File: src/hdl/sha1_pkg.sv
package sha1_pkg;

  localparam int BLOCK_WORDS  = 16;
  localparam int ROUNDS       = 80;
  localparam int DIGEST_WORDS = 5;

  localparam logic [31:0] IV_WORDS [0:DIGEST_WORDS-1] = '{
    32'h67452301, 32'hEFCDAB89, 32'h98BADCFE, 32'h10325476, 32'hC3D2E1F0
  };

  localparam logic [31:0] K_CH   = 32'h5A827999;
  localparam logic [31:0] K_PAR1 = 32'h6ED9EBA1;
  localparam logic [31:0] K_MAJ  = 32'h8F1BBCDC;
  localparam logic [31:0] K_PAR2 = 32'hCA62C1D6;

  localparam logic [7:0] PAD_BYTE = 8'h80;

  // Working variables of one compression.
  typedef struct packed {
    logic [31:0] a;
    logic [31:0] b;
    logic [31:0] c;
    logic [31:0] d;
    logic [31:0] e;
  } work_t;

  // Round group, which selects the mixing function and the additive constant.
  typedef enum logic [1:0] {
    PH_CH   = 2'd0,
    PH_PAR1 = 2'd1,
    PH_MAJ  = 2'd2,
    PH_PAR2 = 2'd3
  } phase_t;

  function automatic logic [31:0] rotl(input logic [31:0] v, input int unsigned s);
    return (v << s) | (v >> (32 - s));
  endfunction

endpackage

File: src/hdl/sha1_round.sv
module sha1_round (
  input  sha1_pkg::work_t  cur,
  input  logic [31:0]      w,
  input  sha1_pkg::phase_t phase,
  output sha1_pkg::work_t  nxt
);
  import sha1_pkg::*;

  logic [31:0] f;
  logic [31:0] k;

  always_comb begin
    unique case (phase)
      PH_CH: begin
        f = (cur.b & cur.c) | (~cur.b & cur.d);
        k = K_CH;
      end
      PH_PAR1: begin
        f = cur.b ^ cur.c ^ cur.d;
        k = K_PAR1;
      end
      PH_MAJ: begin
        f = (cur.b & cur.c) | (cur.b & cur.d) | (cur.c & cur.d);
        k = K_MAJ;
      end
      default: begin
        f = cur.b ^ cur.c ^ cur.d;
        k = K_PAR2;
      end
    endcase
  end

  always_comb begin
    nxt.a = rotl(cur.a, 5) + f + cur.e + k + w;
    nxt.b = cur.a;
    nxt.c = rotl(cur.b, 30);
    nxt.d = cur.c;
    nxt.e = cur.d;
  end

endmodule

File: src/hdl/sha1_hash_engine.sv
// Channel  | Handshake               | Payload
// ---------+-------------------------+-------------------------------------
// message  | msg_valid / msg_stall   | data_byte, byte_valid, message_end
// digest   | digest_valid / digest_stall | digest_word, word_index, last_word
//
// A message byte goes through a read of its block word, then the merged write.
// A full block then goes through a prefetch, the rounds and a chaining add.
// After the last item the pad bytes go through the same path, each through S_NEXT, S_RD and S_WR.
// The digest is five beats, one per cycle unless digest_stall holds them.
// Reset (rst, synchronous) loads the initial chaining values; the block buffer
// is not cleared, since every byte of a block is written before the block is compressed.
module sha1_hash_engine (
  input  logic        clk,
  input  logic        rst,
  input  logic        msg_valid,
  output logic        msg_stall,
  input  logic [7:0]  data_byte,
  input  logic        byte_valid,
  input  logic        message_end,
  output logic        digest_valid,
  input  logic        digest_stall,
  output logic [31:0] digest_word,
  output logic [2:0]  word_index,
  output logic        last_word
);
  import sha1_pkg::*;

  typedef enum logic [7:0] {
    S_IDLE  = 8'b00000001,
    S_RD    = 8'b00000010,
    S_WR    = 8'b00000100,
    S_NEXT  = 8'b00001000,
    S_CPRE  = 8'b00010000,
    S_ROUND = 8'b00100000,
    S_CADD  = 8'b01000000,
    S_OUT   = 8'b10000000
  } state_t;

  state_t      state;
  state_t      take_state;
  logic [5:0]  fill;
  logic [60:0] msg_bytes;
  logic        pad_mode;
  logic        sent80;
  logic [3:0]  len_cnt;
  logic [63:0] len_bits;
  logic [7:0]  cur_byte;
  logic [6:0]  rcnt;
  logic [6:0]  rnext;
  logic [2:0]  out_cnt;
  logic [31:0] chain [0:DIGEST_WORDS-1];
  logic [31:0] win [0:BLOCK_WORDS-1];
  work_t       work;
  work_t       work_next;
  phase_t      phase;
  logic [31:0] w_t;

  logic [31:0] blk_mem [0:BLOCK_WORDS-1];
  logic [3:0]  mem_raddr;
  logic [31:0] mem_rdata;
  logic [31:0] merged;
  logic        mem_we;

  logic msg_ready;
  logic take;
  logic dig_take;

  assign msg_ready = (state == S_IDLE) || (state == S_WR && !pad_mode && fill != 6'd63);
  assign msg_stall = !msg_ready;
  assign take      = msg_valid && msg_ready;

  assign digest_valid = (state == S_OUT);
  assign digest_word  = chain[out_cnt];
  assign word_index   = out_cnt;
  assign last_word    = (out_cnt == 3'(DIGEST_WORDS - 1));
  assign dig_take     = digest_valid && !digest_stall;

  assign rnext  = 7'(rcnt + 7'd1);
  assign mem_we = (state == S_WR);

  // State that an accepted beat leads to.
  always_comb begin
    if (byte_valid) begin
      take_state = S_RD;
    end else if (message_end) begin
      take_state = S_NEXT;
    end else begin
      take_state = S_IDLE;
    end
  end

  always_comb begin
    unique case (state)
      S_RD:    mem_raddr = fill[5:2];
      S_ROUND: mem_raddr = rnext[3:0];
      default: mem_raddr = 4'd0;
    endcase
  end

  // Byte lane 0 is the most significant byte of the word.
  always_comb begin
    unique case (fill[1:0])
      2'd0:    merged = {cur_byte, mem_rdata[23:0]};
      2'd1:    merged = {mem_rdata[31:24], cur_byte, mem_rdata[15:0]};
      2'd2:    merged = {mem_rdata[31:16], cur_byte, mem_rdata[7:0]};
      default: merged = {mem_rdata[31:8], cur_byte};
    endcase
  end

  always_ff @(posedge clk) begin
    if (mem_we) begin
      blk_mem[fill[5:2]] <= merged;
    end
    mem_rdata <= blk_mem[mem_raddr];
  end

  always_comb begin
    if (rcnt < 7'd20) begin
      phase = PH_CH;
    end else if (rcnt < 7'd40) begin
      phase = PH_PAR1;
    end else if (rcnt < 7'd60) begin
      phase = PH_MAJ;
    end else begin
      phase = PH_PAR2;
    end
  end

  // The first sixteen schedule words come from the buffer, the rest from the window.
  assign w_t = (rcnt < 7'(BLOCK_WORDS)) ? mem_rdata
             : rotl(win[13] ^ win[8] ^ win[2] ^ win[0], 1);

  sha1_round u_round (
    .cur   (work),
    .w     (w_t),
    .phase (phase),
    .nxt   (work_next)
  );

  always_ff @(posedge clk) begin
    if (state == S_ROUND) begin
      for (int j = 0; j < BLOCK_WORDS - 1; j++) begin
        win[j] <= win[j+1];
      end
      win[BLOCK_WORDS-1] <= w_t;
    end
  end

  always_ff @(posedge clk) begin
    if (rst) begin
      state     <= S_IDLE;
      fill      <= '0;
      msg_bytes <= '0;
      pad_mode  <= 1'b0;
      sent80    <= 1'b0;
      len_cnt   <= '0;
      rcnt      <= '0;
      out_cnt   <= '0;
      for (int i = 0; i < DIGEST_WORDS; i++) begin
        chain[i] <= IV_WORDS[i];
      end
    end else begin
      unique case (state)
        S_IDLE: begin
          if (take) begin
            state <= take_state;
          end
        end
        S_RD: begin
          state <= S_WR;
        end
        S_WR: begin
          if (fill == 6'd63) begin
            fill  <= '0;
            state <= S_CPRE;
          end else begin
            fill  <= 6'(fill + 6'd1);
            state <= take ? take_state : (pad_mode ? S_NEXT : S_IDLE);
          end
        end
        S_NEXT: begin
          if (!sent80) begin
            cur_byte <= PAD_BYTE;
            sent80   <= 1'b1;
            state    <= S_RD;
          end else if (len_cnt == 4'd0 && fill != 6'd56) begin
            cur_byte <= 8'd0;
            state    <= S_RD;
          end else if (len_cnt != 4'd8) begin
            cur_byte <= len_bits[63:56];
            len_bits <= len_bits << 8;
            len_cnt  <= 4'(len_cnt + 4'd1);
            state    <= S_RD;
          end else begin
            out_cnt <= '0;
            state   <= S_OUT;
          end
        end
        S_CPRE: begin
          work  <= '{a: chain[0], b: chain[1], c: chain[2], d: chain[3], e: chain[4]};
          rcnt  <= '0;
          state <= S_ROUND;
        end
        S_ROUND: begin
          work <= work_next;
          if (rcnt == 7'(ROUNDS - 1)) begin
            state <= S_CADD;
          end else begin
            rcnt <= rnext;
          end
        end
        S_CADD: begin
          chain[0] <= chain[0] + work.a;
          chain[1] <= chain[1] + work.b;
          chain[2] <= chain[2] + work.c;
          chain[3] <= chain[3] + work.d;
          chain[4] <= chain[4] + work.e;
          state    <= pad_mode ? S_NEXT : S_IDLE;
        end
        default: begin
          if (dig_take) begin
            if (last_word) begin
              for (int i = 0; i < DIGEST_WORDS; i++) begin
                chain[i] <= IV_WORDS[i];
              end
              fill      <= '0;
              msg_bytes <= '0;
              pad_mode  <= 1'b0;
              state     <= S_IDLE;
            end else begin
              out_cnt <= 3'(out_cnt + 3'd1);
            end
          end
        end
      endcase

      // An accepted beat loads its byte; the closing beat also starts the padding.
      if (take) begin
        if (byte_valid) begin
          cur_byte  <= data_byte;
          msg_bytes <= 61'(msg_bytes + 61'd1);
        end
        if (message_end) begin
          pad_mode <= 1'b1;
          sent80   <= 1'b0;
          len_cnt  <= '0;
          len_bits <= byte_valid ? {61'(msg_bytes + 61'd1), 3'b000} : {msg_bytes, 3'b000};
        end
      end
    end
  end

  a_no_intake_during_digest: assert property (@(posedge clk) disable iff (rst)
    digest_valid |-> msg_stall)
    else $error("message beat could be taken while the digest is out");

  a_restart_after_last: assert property (@(posedge clk) disable iff (rst)
    (dig_take && last_word) |=> (!digest_valid && fill == 6'd0 && msg_bytes == 61'd0))
    else $error("state not reloaded after the last digest word");

  a_round_bound: assert property (@(posedge clk) disable iff (rst)
    (state == S_ROUND) |-> (rcnt < 7'(ROUNDS)))
    else $error("round counter ran past the last round");

  a_end_starts_pad: assert property (@(posedge clk) disable iff (rst)
    (take && message_end) |=> pad_mode)
    else $error("closing beat did not start padding");

  a_full_block: assert property (@(posedge clk) disable iff (rst)
    (state == S_CPRE) |-> (fill == 6'd0 && $past(fill) == 6'd63))
    else $error("compression started on a partial block");

endmodule
File: config.mk
export PLATFORM = sky130hd
export DESIGN_NAME = sha1_hash_engine
export DESIGN_NICKNAME = d
export VERILOG_FILES = /design/src/hdl/sha1_pkg.sv /design/src/hdl/sha1_round.sv /design/src/hdl/sha1_hash_engine.sv
export SDC_FILE = /design/constraint.sdc
export NUM_CORES = 2
export LEC_CHECK = 0
export BUFFER_PORTS_ARGS = -buffer_cell sky130_fd_sc_hd__buf_2
export CAP_MARGIN = 20
export CORE_ASPECT_RATIO = 2
export CORE_MARGIN = 2
export CORE_UTILIZATION = 30
export DETAILED_ROUTE_END_ITERATION = 8
export SYNTH_ARGS = -nofsm -noshare
export SYNTH_HDL_FRONTEND = slang
export SYNTH_SLANG_ARGS = --single-unit
File: constraint.sdc
create_clock -name clk -period 49.6 [get_ports clk]
set_input_delay 9.92 -clock clk [delete_from_list [all_inputs] [get_ports clk]]
set_output_delay 9.92 -clock clk [all_outputs]
set_load 0.03 [all_outputs]
# == Yosys cells after proc, flatten, opt, wreduce, memory -nomap -nowiden ==
# Memories as Yosys holds them, arrays and structs flattened. A register that Yosys moved wholly into a read port is not among the register bits.
# Cells that the tools add are included.
# totals
register_bits,323
ramBits,1184
input_bits,14
out_inout_bits,38
word_cells,208
memories,3
# mem_list
name,words,word_bits,rd,rd_ports_with_merged_regs,wr,line_no,rtl
blk_mem,16,32,1,1,1,sha1_hash_engine.sv:58,logic [31:0] blk_mem [0:BLOCK_WORDS-1];
win,16,32,16,0,16,sha1_hash_engine.sv:52,logic [31:0] win [0:BLOCK_WORDS-1];
chain,5,32,6,1,5,sha1_hash_engine.sv:51,logic [31:0] chain [0:DIGEST_WORDS-1];
# op_classes
addsub,14
n_lt_le_gt_ge,4
n_eq_ne,25
mux,92
bitwise_logic,29
reduce_logical,26
# ops
operator,count
two-way mux 64 bit,7
two-way mux 32 bit,11
case mux 160 bit (2 select lines),1
two-way mux 61 bit,5
adder 32 bit,9
case mux 32 bit (3 select lines),2
bitwise XOR 32 bit,5
bitwise AND 32 bit,4
two-way mux 8 bit,16
bitwise OR 32 bit,3
case mux 32 bit (2 select lines),1
"adder 61 x 1 -> 61 bit, second input constant",1
case mux 8 bit (7 select lines),1
two-way mux 4 bit,8
NOT 32 bit,1
bitwise OR 32 x 1 -> 32 bit,1
bitwise OR 32 x 30 -> 32 bit,1
bitwise OR 32 x 5 -> 32 bit,1
two-way mux 1 bit,23
two-way mux 3 bit,7
two-way mux 6 bit,3
nonzero test 8 bit,2
"< comparator 7 x 5 -> 1 bit, second input constant",2
"< comparator 7 x 6 -> 1 bit, second input constant",2
other kinds (41),73

# == Logic depth before layout (Yosys ltp) ==
# depth
word_depth,11
mapped_depth,28
depth_no_buf,24

# == Modules after synthesis ==
# Synthesis repeated with hierarchy kept, for this count alone.
# unflattened
hier_cells,6513
area_unflattened_um2,75298.5
# modules_own_cells
module,instances,cells_each,area_each_um2,seq_area_each_um2
sha1_hash_engine,1,5610,68360.6,45043.2
sha1_round,1,903,6937.9,0.0

# == Worst setup path before layout ==
# OpenSTA, ideal clock, no wires.
# synth_timing
kind,input port to flip-flop
from,in rst
to,reg work[0] in the netlist's numbering (enable)
setup_time_ns,0.682
t_arrival_ns,17.186
t_required_ns,48.918
slack_ns,31.732
cell_stages,4
path_buffers,3
path_cell_list,clkbuf_1 clkbuf_1 clkbuf_1 nor2_1
# synth_via
elab_chain_len,2
# synth_rtl
element,line_no,rtl
"start, declared",sha1_hash_engine.sv:14,"input logic rst,"
NOT 1 bit (no source line),-,
AND reduction 2 bit (no source line),-,
"end signal, assigned",sha1_hash_engine.sv:200,"work <= '{a: chain[0], b: chain[1], c: chain[2], d: chain[3], e: chain[4]};"
"end signal, assigned",sha1_hash_engine.sv:205,work <= work_next;
"end, declared",sha1_hash_engine.sv:53,work_t work;
# No other way between the ends.
# A chain may end at the register's enable or synchronous reset.

# == Final worst setup path ==
# layout_timing
from,reg state[4]
to,out msg_stall
# layout_via
elab_chain_len,5
elab_cells_between_ends,6
cone_classes,2 x eq/ne; 4 x reduce/logical
# layout_rtl
element,line_no,rtl
"start, declared",sha1_hash_engine.sv:39,state_t state;
"start signal, assigned",sha1_hash_engine.sv:166,state <= take_state;
"start signal, assigned",sha1_hash_engine.sv:178,state <= take ? take_state : (pad_mode ? S_NEXT : S_IDLE);
"start signal, assigned",sha1_hash_engine.sv:218,state <= pad_mode ? S_NEXT : S_IDLE;
equality test 8 x 3 -> 1 bit,sha1_hash_engine.sv:68,assign msg_ready = (state == S_IDLE) || (state == S_WR && !pad_mode && fill != 6'd63);
logical AND 1 bit (2 in series),sha1_hash_engine.sv:68,
logical OR 1 bit *,sha1_hash_engine.sv:68,
logical NOT 1 bit *,sha1_hash_engine.sv:69,assign msg_stall = !msg_ready;
"end, declared",sha1_hash_engine.sv:16,"output logic msg_stall,"
# Mark *: on every way between the ends. The rest lies on a longest branch, timed or not.

==> metrics.md <==
| Metric | Value |
|---|---|
| Result of the run | finished, final reports clean |
| TritonCTS clock tree | done |
| Final worst clock skew | around 0.12 ns |
| Chip width | 353 um |
| Primary flip-flop cell chosen by synthesis mapping | sky130_fd_sc_hd__edfxtp_1 |
| Highest-delay cell along the critical path | sky130_fd_sc_hd__or4_1 |
| Routed vias/inst | 5.04 |
| Area share of the leading cell type in the synthesized netlist | approximately three fifths |
| Kind of cell adding the most delay to the critical path | simple AND/OR/NAND/NOR gates |
| Number of setup buffers added after CTS | 0 |
| Number of distinct library cell variants in the gate-level netlist after synthesis | 83 |
| Number of antenna violations at the first check in global routing | 7 |
| Fraction of power spent switching nets | a little under a quarter |
| Mean instance size in the synthesized netlist | 12.1 sq um |
| Register share of total power | 55.3% |
| Signal arrival time at the worst endpoint | about 3 ns |
| H-tree depth | 3 |
| Number of cell instances on the worst register-to-register path | 23 |
| Worst hold endpoint | win[1][194]$_DFFE_PP_ |
| Power density over cell area | 32.4 nW/um^2 |
| Part of the power in the clock network | 40.0% |
| PortBufs | 51 |
| Vias after detailed routing | ~47000 |
| Fmax | 0.0779 GHz |
| # rows | 256 |
| Area Overhead vs Synth | 11.2% |
| Routability-driven placement congestion ratio | just under 0.9 |
| Minimum hold slack | approximately 0.35 ns |
| Hold-critical path depth | 0 |
| RSZ-0062 raised after global routing | false |
| Sequential fraction of the synthesis area | 61.5% |
| Power consumption | 2.64 mW |
| Cell occurring most often along the worst timing path | sky130_fd_sc_hd__or4_1 |
| Post-synthesis cell count | a little over 6000 |
| Max Buffers Root-to-Sink | 3 |
| Maximum net fanout on the critical path | 7 |
| Die area | 248000 sq um |
| Post-Synthesis Net Count | 6389 |
| Count of max-cap constraint violations | 0 |
| Most frequent cells in the layout | 1416 x sky130_fd_sc_hd__edfxtp_1, 912 x sky130_fd_sc_hd__nand2_1, 351 x sky130_fd_sc_hd__inv_1 |
| Resized Gates After CTS | 0 |
| Total non-filler cell area in the finished layout | 81400 sq um |
| Worst Tran Pin Value | around 1.3 ns |
| Startpoint of the worst-slack reg-to-reg timing path | rcnt[5]$_SDFFE_PP0P_ |
| Largest stage delay on the critical path | 0.65 ns |
| Number of buffer and inverter stages on the critical path | 1 |
| Setup TNS after final layout | 0 ns |
| Synthesized flop and latch total | 1542 |
| Reg2Reg Capture Point | work[158]$_DFFE_PP_ |
| Fraction of final layout cells sized beyond drive strength 1 | between 7 and 8% |
| Vertical die dimension | roughly 700 um |
| Sequence of cells on the critical path | or4_1, or4_1, a21oi_4, a21oi_2, buf_2 |
| Final design utilization | ~34% |
| Internal Pwr Total | around 2 mW |
| Total track usage | 14.9% |
| Inserted Clock Buffers | 121 |
| Clock root buffer | sky130_fd_sc_hd__clkbuf_16 |
| Number of enable flip-flop cells after synthesis | 1416 |
| Startpoint of the tightest hold check path | win[1][226]$_DFFE_PP_ |
| CP required | 39.68 ns |
| Leakage power | 28.3 nW |
| Instance area at placement | between 70000 and 80000 sq um |
| Proportion of synthesized flip-flops having asynchronous set or reset | 0% |
| Worst min path class | register to register |
| Largest net degree at the start of global routing | 100 |
| Number of DRC violations after detailed-routing iteration 0 | 3594 |
| Post-CTS Hold Buffers | 0 |
| Gate power share | 4.6% |
| Final hold violation count | 0 |
| Netlist area before placement | 73200 sq um |
| Critical Setup Path Class | register to output pin |
| Drt total wl | approximately 190000 um |
| Clock Latency Late Sink | between 0.7 and 0.8 ns |
| Average wire per standard cell | slightly above 20 um |
| Detail Placement HPWL | 128000 um |
| Number of ports placed on the die boundary | 52 |
| Finish-stage setup viols | 0 |
| FF-to-FF setup slack | 41.71 ns |
| Final count of pins violating max slew | 0 |
| Initial Util | ~30% |
| Max VDD drop | 30.2 uV |
| DRC violations left | 0 |
| Final Critical Period | 12.84 ns |
| Number of global-route vias before repair | roughly 48000 |
| Overflow after GRT | 0 |
| Net switching power | roughly 590 uW |
| Sinks on the clock net | 1542 |
| Antenna Nets Post-Route | 0 |
| Commonest non-fill, non-tap cell in the layout | sky130_fd_sc_hd__edfxtp_1 |
| Capturing element type of the critical path | output pin |
| Core region area | 243000 sq um |
| Clock transition at the registers of the reported paths | around 0.07 ns |
| Cell types with the largest area share after synthesis | sky130_fd_sc_hd__edfxtp_1 58%, sky130_fd_sc_hd__nand2_1 4.7%, sky130_fd_sc_hd__ha_1 3.6% |
| Net count of the finished layout | roughly 6300 |
| Kind of start point of the critical path | register |
| Relative max-transition margin | 10.6% |
| TritonRoute pass-1 iters | 6 |
| First-pass GRT wire length | 285000 um |
| Cell type with the largest total area after synthesis | sky130_fd_sc_hd__edfxtp_1 |
| Final cycle utilization of the critical path | around a quarter |
| Synthesis warning total | 0 |
## logic make-up after synthesis
| family | after synthesis | share of synthesized area, % |
|---|---|---|
| AND/OR/NAND/NOR | 1762 | 10.8 |
| flip-flops | 1542 | 61.5 |
| AO/OA/AOI/OAI | 1363 | 11.9 |
| buffers and inverters | 643 | 3.38 |
| adder cells (fa/ha/maj) | 334 | 6.99 |
| XOR/XNOR | 329 | 3.94 |
| multiplexers | 69 | 1.55 |
## sequential cells by signal, summed over array words and instances (netlist names), named ones only
| register | count |
|---|---|
| msg_bytes | 61 |
| len_cnt | 4 |
| sent80 | 1 |
| word_index | 3 |
| cur_byte | 8 |
| mem_rdata | 32 |
| rcnt | 7 |
| win | 512 |
| fill | 6 |
| len_bits | 64 |
| state | 8 |
| blk_mem | 512 |
| pad_mode | 1 |
| chain | 160 |
| work | 160 |
## Yosys cell counts, drive strengths merged, types with 6 or more instances
master / count
nor2b: 43
inv: 352
a21oi: 314
o41ai: 7
o21ai: 358
and2: 146
mux4: 32
a211oi: 181
or2: 14
a311oi: 67
and4: 8
a21o: 100
edfxtp: 1416
clkbuf: 242
nor3: 62
buf: 48
nand2: 918
dfxtp: 126
o21bai: 16
a221oi: 43
xnor2: 242
or4: 7
o211ai: 11
and3: 62
ha: 208
a22o: 35
a41oi: 7
nand3b: 6
a221o: 6
a31oi: 137
fa: 125
nand4: 35
o31ai: 11
mux2: 34
nand2b: 27
nor4: 13
xor2: 87
o31a: 6
nor3b: 9
or3: 12
nor2: 315
o21a: 21
a211o: 10
nand3: 74
## worst max path at each step
stage | start | endpoint | slack, ns | cells after the start
floorplan | rst | work[0]$_DFFE_PP_ | 31.73 | 4
global placement | rst | chain[0][31]$_SDFFCE_PP0P_ | 36.81 | 9
detailed placement | rst | chain[0][31]$_SDFFCE_PP0P_ | 36.81 | 9
CTS | state[4]$_SDFFE_PP0P_ | msg_stall | 36.71 | 5
global route | state[0]$_SDFFE_PP1P_ | digest_valid | 36.59 | 4
finish | state[4]$_SDFFE_PP0P_ | msg_stall | 36.76 | 5
## through the flow
step	std cells	worst slack (ns)
CTS	9326	36.71
global placement	9098	36.81
global route	9329	36.59
detailed placement	9099	36.81
finish	9330	36.76
floorplan	6042	31.73
## power groups by stage
| stage | logic (mW) | registers (mW) | clock network, mW |
|---|---|---|---|
| 6_report | 0.122 | 1.46 | 1.05 |
| 5_1_grt | 0.137 | 1.46 | 1.12 |
| 3_3_place_gp | 0.119 | 1.49 | 0 |
| 4_1_cts | 0.123 | 1.46 | 1.08 |
| 2_1_floorplan | 0.0917 | 1.47 | 0 |
| 3_5_place_dp | 0.122 | 1.49 | 0 |
## final cells by class
| type | instances | area, sq um |
|---|---|---|
| Timing Repair Buffer | 124 | 831 |
| Inverter | 353 | 1330 |
| Fill cell | 24119 | 161000 |
| Clock buffer | 147 | 3290 |
| Antenna cell | 2 | 5.00 |
| Multi-Input combinational cell | 3857 | 25900 |
| Clock inverter | 80 | 977 |
| Tap cell | 3225 | 4040 |
| Sequential cell | 1542 | 45000 |
## routing by layer
layer	global-route usage [%]	part of all wire, %	vias up
li1	-	-	21820
met1	16.0	37	23508
met2	27.5	52	1226
met3	1.27	3.6	425
met4	9.90	7.1	2
met5	0	0.0053	-
Note: power is estimated with default switching activity, not from simulation.
